`src/sv/wcrc_pkg.sv`:
```
// Shared types, constants and CRC matrix for the word-wide CRC-32 block.
package wcrc_pkg;

    localparam logic [31:0] CRC_POLY   = 32'h04C1_1DB7;
    localparam logic [31:0] INIT_RESET = 32'hAAAA_AAAA;
    localparam logic [7:0]  PAD_RESET  = 8'hFF;

    localparam int unsigned ADDR_W = 3;

    // Register index, taken from paddr[2]
    typedef enum logic
    {
        REG_INIT = 1'b0,
        REG_PAD  = 1'b1
    } reg_idx_t;

    // Configuration handed from the register file to the datapath
    typedef struct packed
    {
        logic [31:0] init_value;
        logic [7:0]  pad_byte;
    } cfg_t;

    // Row i holds the input bits that XOR into CRC bit i
    typedef logic [31:0][31:0] crc_mat_t;

    // Build the 32-shift MSB-first CRC as a GF(2) matrix (elaboration only)
    function automatic crc_mat_t crc_matrix();
        crc_mat_t    m;
        logic [31:0] v;
        m = '0;
        for (int j = 0; j < 32; j++)
        begin
            v = 32'h1 << j;
            for (int s = 0; s < 32; s++)
            begin
                if (v[31])
                    v = (v << 1) ^ CRC_POLY;
                else
                    v = v << 1;
            end
            for (int i = 0; i < 32; i++)
                m[i][j] = v[i];
        end
        return m;
    endfunction

    localparam crc_mat_t CRC_MAT = crc_matrix();

    // Clock one word through the CRC register: one XOR tree per output bit
    function automatic logic [31:0] crc_absorb(input logic [31:0] x);
        logic [31:0] r;
        for (int i = 0; i < 32; i++)
            r[i] = ^(x & CRC_MAT[i]);
        return r;
    endfunction

endpackage

```
`src/sv/wcrc_cfg.sv`:
```
// APB-style register file holding the initial value and the pad byte.
module wcrc_cfg
    import wcrc_pkg::*;
(
    input  logic              clk,
    input  logic              rst_n,
    input  logic              psel,
    input  logic              penable,
    input  logic              pwrite,
    input  logic [ADDR_W-1:0] paddr,
    input  logic [31:0]       pwdata,
    output logic [31:0]       prdata,
    output logic              pready,
    output cfg_t              cfg
);

    logic [31:0] init_reg;
    logic [7:0]  pad_reg;
    logic        wr_en;
    reg_idx_t    idx;

    assign pready = 1'b1;
    assign wr_en  = psel && penable && pwrite;
    assign idx    = reg_idx_t'(paddr[2]);

    // Update the addressed register on a completed write transaction
    always_ff @(posedge clk or negedge rst_n)
    begin
        if (!rst_n)
        begin
            init_reg <= INIT_RESET;
            pad_reg  <= PAD_RESET;
        end
        else if (wr_en)
        begin
            case (idx)
                REG_INIT: init_reg <= pwdata;
                REG_PAD:  pad_reg  <= pwdata[7:0];
                default:  ;
            endcase
        end
    end

    // Return the addressed register
    always_comb
    begin
        case (idx)
            REG_INIT: prdata = init_reg;
            REG_PAD:  prdata = {24'h0, pad_reg};
            default:  prdata = '0;
        endcase
    end

    assign cfg.init_value = init_reg;
    assign cfg.pad_byte   = pad_reg;

endmodule

```
`src/sv/wcrc_pipe.sv`:
```
// Two-register datapath: input register, lane padding and CRC, result register.
module wcrc_pipe
    import wcrc_pkg::*;
(
    input  logic        clk,
    input  logic        rst_n,
    input  cfg_t        cfg,
    input  logic        in_valid,
    output logic        in_stall,
    input  logic [31:0] data_word,
    input  logic [2:0]  valid_bytes,
    input  logic        first_word,
    output logic        out_valid,
    input  logic        out_stall,
    output logic [31:0] crc_value
);

    logic        s1_valid_reg;
    logic [31:0] s1_data_reg;
    logic [2:0]  s1_count_reg;
    logic        s1_first_reg;
    logic        out_valid_reg;
    logic [31:0] out_crc_reg;
    logic [31:0] crc_running_reg;
    logic [31:0] crc_running_next;
    logic        out_free;
    logic        s1_adv;
    logic        in_take;
    logic [31:0] padded;
    logic [31:0] crc_base;

    // Handshake: the result register frees when empty or being taken
    assign out_free = !out_valid_reg || !out_stall;
    assign s1_adv   = s1_valid_reg && out_free;
    assign in_stall = s1_valid_reg && !out_free;
    assign in_take  = in_valid && !in_stall;

    // Replace lanes at or above the valid count with the pad byte
    always_comb
    begin
        for (int lane = 0; lane < 4; lane++)
        begin
            if (s1_count_reg > 3'(lane))
                padded[8*lane +: 8] = s1_data_reg[8*lane +: 8];
            else
                padded[8*lane +: 8] = cfg.pad_byte;
        end
    end

    // Reload on a first word, then absorb the padded word
    assign crc_base         = s1_first_reg ? cfg.init_value : crc_running_reg;
    assign crc_running_next = crc_absorb(crc_base ^ padded);

    // Control state
    always_ff @(posedge clk or negedge rst_n)
    begin
        if (!rst_n)
        begin
            s1_valid_reg    <= 1'b0;
            out_valid_reg   <= 1'b0;
            crc_running_reg <= INIT_RESET;
        end
        else
        begin
            if (in_take)
                s1_valid_reg <= 1'b1;
            else if (s1_adv)
                s1_valid_reg <= 1'b0;

            if (s1_adv)
                out_valid_reg <= 1'b1;
            else if (!out_stall)
                out_valid_reg <= 1'b0;

            if (s1_adv)
                crc_running_reg <= crc_running_next;
        end
    end

    // Payload registers: capture input, hold result while stalled
    always_ff @(posedge clk)
    begin
        if (in_take)
        begin
            s1_data_reg  <= data_word;
            s1_count_reg <= valid_bytes;
            s1_first_reg <= first_word;
        end
        if (s1_adv)
            out_crc_reg <= crc_running_next;
    end

    assign out_valid = out_valid_reg;
    assign crc_value = out_crc_reg;

endmodule

```
`src/sv/word_crc32_with_pad_top.sv`:
```
// Top level of the word-wide CRC-32 block with pad-byte lane filling.
//
// Usage:
//   Input channel (in_valid/in_stall) carries data_word (first byte in bits
//   7..0), valid_bytes (0..4, larger counts act as 4) and first_word. Lanes at
//   or above valid_bytes take the pad byte. first_word reloads the initial
//   value before the word is absorbed.
//   Output channel (out_valid/out_stall) returns crc_value, the running
//   CRC-32 (poly 04C11DB7, MSB first, no final XOR) after each word.
//   Config port (APB): 0x0 init value, 0x4 pad byte; write only while idle.
// Timing:
//   Each word is held in the input register, then passes through the CRC logic
//   feeding the result register. Throughput is one word per cycle while out_stall
//   is low, set by the combinational XOR matrix that folds a whole word into the CRC register.
// Reset:
//   Init value 0xAAAAAAAA, pad byte 0xFF, running CRC 0xAAAAAAAA, both
//   pipeline registers empty.
// Stall:
//   A stalled result holds in place; the input register holds one more
//   transaction, after which in_stall rises until the result is taken.
module word_crc32_with_pad_top
    import wcrc_pkg::*;
(
    input  logic              clk,
    input  logic              rst_n,
    input  logic              psel,
    input  logic              penable,
    input  logic              pwrite,
    input  logic [ADDR_W-1:0] paddr,
    input  logic [31:0]       pwdata,
    output logic [31:0]       prdata,
    output logic              pready,
    input  logic              in_valid,
    output logic              in_stall,
    input  logic [31:0]       data_word,
    input  logic [2:0]        valid_bytes,
    input  logic              first_word,
    output logic              out_valid,
    input  logic              out_stall,
    output logic [31:0]       crc_value
);

    cfg_t cfg;

    wcrc_cfg u_cfg
    (
        .clk     (clk),
        .rst_n   (rst_n),
        .psel    (psel),
        .penable (penable),
        .pwrite  (pwrite),
        .paddr   (paddr),
        .pwdata  (pwdata),
        .prdata  (prdata),
        .pready  (pready),
        .cfg     (cfg)
    );

    wcrc_pipe u_pipe
    (
        .clk         (clk),
        .rst_n       (rst_n),
        .cfg         (cfg),
        .in_valid    (in_valid),
        .in_stall    (in_stall),
        .data_word   (data_word),
        .valid_bytes (valid_bytes),
        .first_word  (first_word),
        .out_valid   (out_valid),
        .out_stall   (out_stall),
        .crc_value   (crc_value)
    );

endmodule

```
`config.mk`:
```
export PLATFORM = sky130hd
export DESIGN_NAME = word_crc32_with_pad_top
export DESIGN_NICKNAME = d
export VERILOG_FILES = /design/src/sv/wcrc_pkg.sv /design/src/sv/wcrc_cfg.sv /design/src/sv/wcrc_pipe.sv /design/src/sv/word_crc32_with_pad_top.sv
export SDC_FILE = /design/constraint.sdc
export NUM_CORES = 1
export LEC_CHECK = 0
export ABC_AREA = 1
export BUFFER_PORTS_ARGS = -buffer_cell sky130_fd_sc_hd__buf_4
export CORE_MARGIN = 4
export CORE_UTILIZATION = 35
export CTS_BUF_LIST = sky130_fd_sc_hd__clkbuf_4 sky130_fd_sc_hd__clkbuf_8 sky130_fd_sc_hd__clkbuf_16
export CTS_CLUSTER_SIZE = 28
export DETAILED_ROUTE_END_ITERATION = 6
export GPL_ROUTABILITY_DRIVEN = 0
export PLACE_DENSITY = 0.65
export SETUP_SLACK_MARGIN = 0.02
export SLEW_MARGIN = 20
export SYNTH_ARGS = -nofsm -noshare
export SYNTH_HDL_FRONTEND = slang
export SYNTH_HIERARCHICAL = 1
export SYNTH_SLANG_ARGS = --single-unit
export TNS_END_PERCENT = 1
```
`constraint.sdc`:
```
create_clock -name clk -period 5.85 [get_ports clk]
set_input_delay 1.17 -clock clk [delete_from_list [all_inputs] [get_ports clk]]
set_output_delay 1.17 -clock clk [all_outputs]
set_load 0.02 [all_outputs]
```
## Yosys cells after proc, flatten, opt, wreduce, memory -nomap -nowiden

Cells that the tools add are included.
Widths: inputs -> output; s select.

| storage, ports and cells | value |
|---|---|
| register bits after elaboration | 142 |
| bits of input ports | 78 |
| word-level logic and storage cells | 71 |

| operators by class | value |
|---|---|
| order comparisons | 4 |
| equal/unequal tests | 1 |
| mux-type cells | 10 |
| bitwise logic cells | 2 |
| reduce and logical (&&, ||, !) cells | 45 |

Operator list:

| cell | count |
|---|---|
| $reduce_xor 32->1 | 32 |
| $pmux 32 s2 | 1 |
| $mux 32 | 1 |
| $mux 8 | 4 |
| $xor 32x32->32 | 1 |
| $gt 3x1->1 const B | 2 |
| $gt 3x2->1 const B | 2 |
| $logic_and 1x1->1 | 5 |
| $logic_not 1->1 | 4 |
| $mux 1 | 4 |
| $reduce_and 2->1 | 2 |
| $ne 2x1->1 const B | 1 |
| $reduce_bool 2->1 | 1 |
| $logic_or 1x1->1 | 1 |
| $not 1->1 | 1 |

## Longest topological paths before layout

| logic depth | value |
|---|---|
| word-level depth | 7 |
| mapped depth | 20 |

## By module

The synthesis kept the hierarchy.

Modules (own cells, without submodules):

| module | instances | cells an instance | area each (sq um) |
|---|---|---|---|
| wcrc_pipe | 1 | 1,625 | 9,774.4 |
| wcrc_cfg | 1 | 256 | 2,000.7 |

## Least setup slack after synthesis

No wires, ideal clock.

| path | value |
|---|---|
| path kind | input port to output port |
| from | in paddr[2] |
| to | out prdata[20] |
| data arrival time | 1.810 ns |
| data required time | 4.680 ns |
| path slack | 2.870 ns |
| stages | 3 |
| cell sequence | buf_2 clkbuf_1 nor2_1 |

| on the way | value |
|---|---|
| word-level cells in the longest chain between the ends | 2 |

Ends and longest elaborated chain:

| what | RTL line | text |
|---|---|---|
| from (decl) | word_crc32_with_pad_top.sv:29 | `input logic [ADDR_W-1:0] paddr,` |
| $not 1->1 (no line) | n/a |  |
| $pmux 32 s2 (*) | wcrc_cfg.sv:47 | `case (idx)` |
| to (decl) | word_crc32_with_pad_top.sv:31 | `output logic [31:0] prdata,` |

Mark *: on every way between the ends. The rest lies on a longest branch, timed or not.

## Worst setup path after layout

| path | value |
|---|---|
| from | reg u_pipe.s1_count_reg[2] |
| to | reg u_pipe.out_crc_reg[25] (netlist: u_pipe/crc_value[25]) (data pin) |

| on the way | value |
|---|---|
| word-level cells in the longest chain between the ends | 4 |
| elaborated cells on any way between the ends | 10 |
| classes of those cells | order compare: 4; mux: 4; bitwise: 1; reduce/logical: 1 |

Ends and longest elaborated chain:

| what | RTL line | text |
|---|---|---|
| from (decl) | wcrc_pipe.sv:20 | `logic [2:0] s1_count_reg;` |
| from (signal assigned) | wcrc_pipe.sv:86 | `s1_count_reg <= valid_bytes;` |
| $gt 3x1->1 / $gt 3x2->1 (equally long branches) | wcrc_pipe.sv:43 | `if (s1_count_reg > 3'(lane))` |
| $mux 8 | wcrc_pipe.sv:43 |  |
| $xor 32x32->32 (*) | wcrc_pipe.sv:52 | `assign crc_running_next = crc_absorb(crc_base ^ padded);` |
| $reduce_xor 32->1 (*) | wcrc_pkg.sv:54 | `r[i] = ^(x & CRC_MAT[i]);` |
| net u_pipe.crc_running_next[25] | wcrc_pipe.sv:25 | `logic [31:0] crc_running_next;` |
| to (signal assigned) | wcrc_pipe.sv:90 | `out_crc_reg <= crc_running_next;` |
| to (decl) | wcrc_pipe.sv:23 | `logic [31:0] out_crc_reg;` |

Mark *: on every way through the listed nets, which the timed path passes. The rest lies on a longest branch.
A chain may end at the register's enable or synchronous reset.

==> metrics.md <==
| Metric | Value |
|---|---|
| # fillers | `3482` |
| 1st-iter DRT viols | `1407` |
| CP max FO | `28` |
| GRT Util Overall | `0.233` |
| Leak | `7.42 nW` |
| Post-cts resize count | `0` |
| Sum Neg Setup Slack | `0 ns` |
| Critical path type | `reg2reg` |
| Num rows | `66` |
| Clock sink count | `142` |
| Post-DRT Antenna Nets | `0` |
| First-pass GRT wire length | `65500 µm` |
| Ant. Diodes | `0` |
| Power per cell area | `540 nW/µm²` |
| H-tree lvl count | `4` |
| Starting density of the core | `0.358` |
| CP Launch Type | `register` |
| Syn_area_per_cell | `6.26 µm²` |
| Fin crit share | `0.653` |
| Synth top cells by count | `995 x nand2_1, 288 x nand3_1, 163 x inv_1` |
| Die ar. | `36600 µm²` |
| Slew Viols, Final | `0` |
| Most common cell in the synthesized netlist | `nand2_1` |
| Final setup viols | `0` |
| DRC errors left | `0` |
| CTS tree | `done` |
| DP HPWL | `33400 µm` |
| DR vias | `12900` |
| #FFs+latches synth | `142` |
| WL final | `43200 µm` |
| Most used DFF post-synth | `edfxtp_1` |
| Die width | `191 µm` |
| Initial antenna violation count | `0` |
| Syn. warnings | `6` |
| Syn_nets | `1959` |
| Clock Latency Late Sink | `0.45 ns` |
| Number of port buffers | `141` |
| Reg2reg setup slack | `2.03 ns` |
| Largest cells by area after synthesis | `nand2_1 32%, edfxtp_1 17%, nand3_1 12%, dfstp_2 8.9%, dfrtp_1 7.2%` |
| Area leader, netlist | `nand2_1` |
| CP Data Required Time | `6.05 ns` |
| Cell Area, Synth | `11800 µm²` |
| IO Count | `145` |
| Max-slew headroom | `0.423` |
| Max Buffers Root-to-Sink | `2` |
| Hold crit path type | `reg2reg` |
| Vias in the first global route | `11700` |
| Placed cell area | `13100 µm²` |
| Root Driver | `clkbuf_16` |
| Max cap viols | `0` |
| Min Tclk post-route | `3.82 ns` |
| Area Overhead vs Synth | `16.4%` |
| Synth unique cells | `34` |
| DRT Pass-1 Iters | `6` |
| Crit end category | `register` |
| Worst-path clk slew | `0.07 ns` |
| WP data arrival | `4.02 ns` |
| Core ar. | `32900 µm²` |
| Die H | `191 µm` |
| CTS Buf Count | `17` |
| Reg area | `3940 µm²` |
| Routed length per instance | `17.6 µm` |
| Cts hold-fix bufs | `0` |
| Total power | `7.41 mW` |
| Share of layout cells above drive strength 1 | `0.162` |
| Ys async rst share | `0.521` |
| Post-route cell area | `13700 µm²` |
| Pin count of the biggest net entering global routing | `75` |
| Vias per cell | `5.25` |
| Outcome | `finished clean` |
| GRT overflow | `0` |
| Worst-Margin Slew | `0.863 ns` |
| Fin. Hold Viols | `0` |
| Mapped Cells | `1881` |
| Final #Nets | `2081` |
| Unrepaired setup endpoints after global routing | `false` |
| Multi-input gate area | `6820 µm²` |
| Final Skew | `0.0176 ns` |
| Peak VDD IR | `0.286 mV` |
| F_max | `262 MHz` |
| Synth top area share | `0.317` |
| Register area share after synthesis | `0.335` |
| WHS | `0.475 ns` |
| Post-CTS Setup Bufs | `0` |
| Post-synth EDFFs | `68` |
-- final timing paths --
kind / start / endpoint / depth (start not counted)
max: u_pipe/s1_count_reg[2] / u_pipe/crc_value[25] / 16
min: u_cfg/init_reg[5] / u_cfg/init_reg[5] / 2
max reg2reg: u_pipe/s1_count_reg[2] / u_pipe/crc_value[25] / 16
min reg2reg: u_cfg/init_reg[5] / u_cfg/init_reg[5] / 2
max in group asynchronous: rst_n / u_pipe/crc_running_reg[26] / 1
min in group asynchronous: rst_n / u_cfg/init_reg[10] / 1
-- power by group --
group	switching [mW]	internal, mW	leakage (nW)
clock	0.565	0.590	0.303
sequential	0.225	1.52	1.49
combinational	3.10	1.40	5.63
total	3.89	3.51	7.42
-- placed cells by master (no fill, tap or decap), types with 27 or more instances in the layout --
master	instances
inv_1	163
nand3_1	288
nor2_1	31
nand2_1	995
edfxtp_1	68
dfstp_2	40
xnor2_1	27
buf_4	145
nand2_2	66
dfrtp_1	34
-- critical path, stage by stage, from the launching register on --
cell and delay (ns):
edfxtp_1 0.86, inv_2 0.41, nand2_1 0.52, nand2_1 0.15, nand2_1 0.09, nand2_1 0.06
nand2_2 0.22, inv_1 0.24, nand2_2 0.13, nand2_4 0.10, inv_2 0.12, nand2_1 0.12
nand2_2 0.11, nand2_1 0.05, nand2_1 0.11, nand3_1 0.10, and2_1 0.16
-- kinds of logic after synthesis --
group / Yosys count / share of synthesized area
xor gates and xnor gates: 43 / 0.0333
other: 1 / 0.000318
AOI/OAI and AO/OA: 31 / 0.0139
DFF: 142 / 0.335
and+or+nand+nor: 1446 / 0.531
buffers and inverters: 218 / 0.0864
-- metrics by stage --
step | cells | worst slack (ns) | utilization
final | 2458 | 2.03 | 0.417
after CTS | 2458 | 2.16 | 0.417
after floorplan | 1881 | 2.87 | -
after detailed placement | 2426 | 2.18 | 0.398
after global placement | 2426 | 2.21 | 0.398
after global routing | 2458 | 1.74 | 0.417
-- routing by layer --
metal / wire (µm) / track usage
met5: 0 / 0
met4: 2960 / 0.136
met3: 4780 / 0.0524
met2: 18200 / 0.346
met1: 17300 / 0.310
-- area by class of cell --
class                      count  area share
clock buffer                  17      0.0310
sequential                   142       0.288
clock inverter                15      0.0149
timing repair buffer         146      0.0802
multi-input combinational   1521       0.498
tap                          442      0.0403
inverter                     175      0.0481
(Power assumes the default switching activity.)
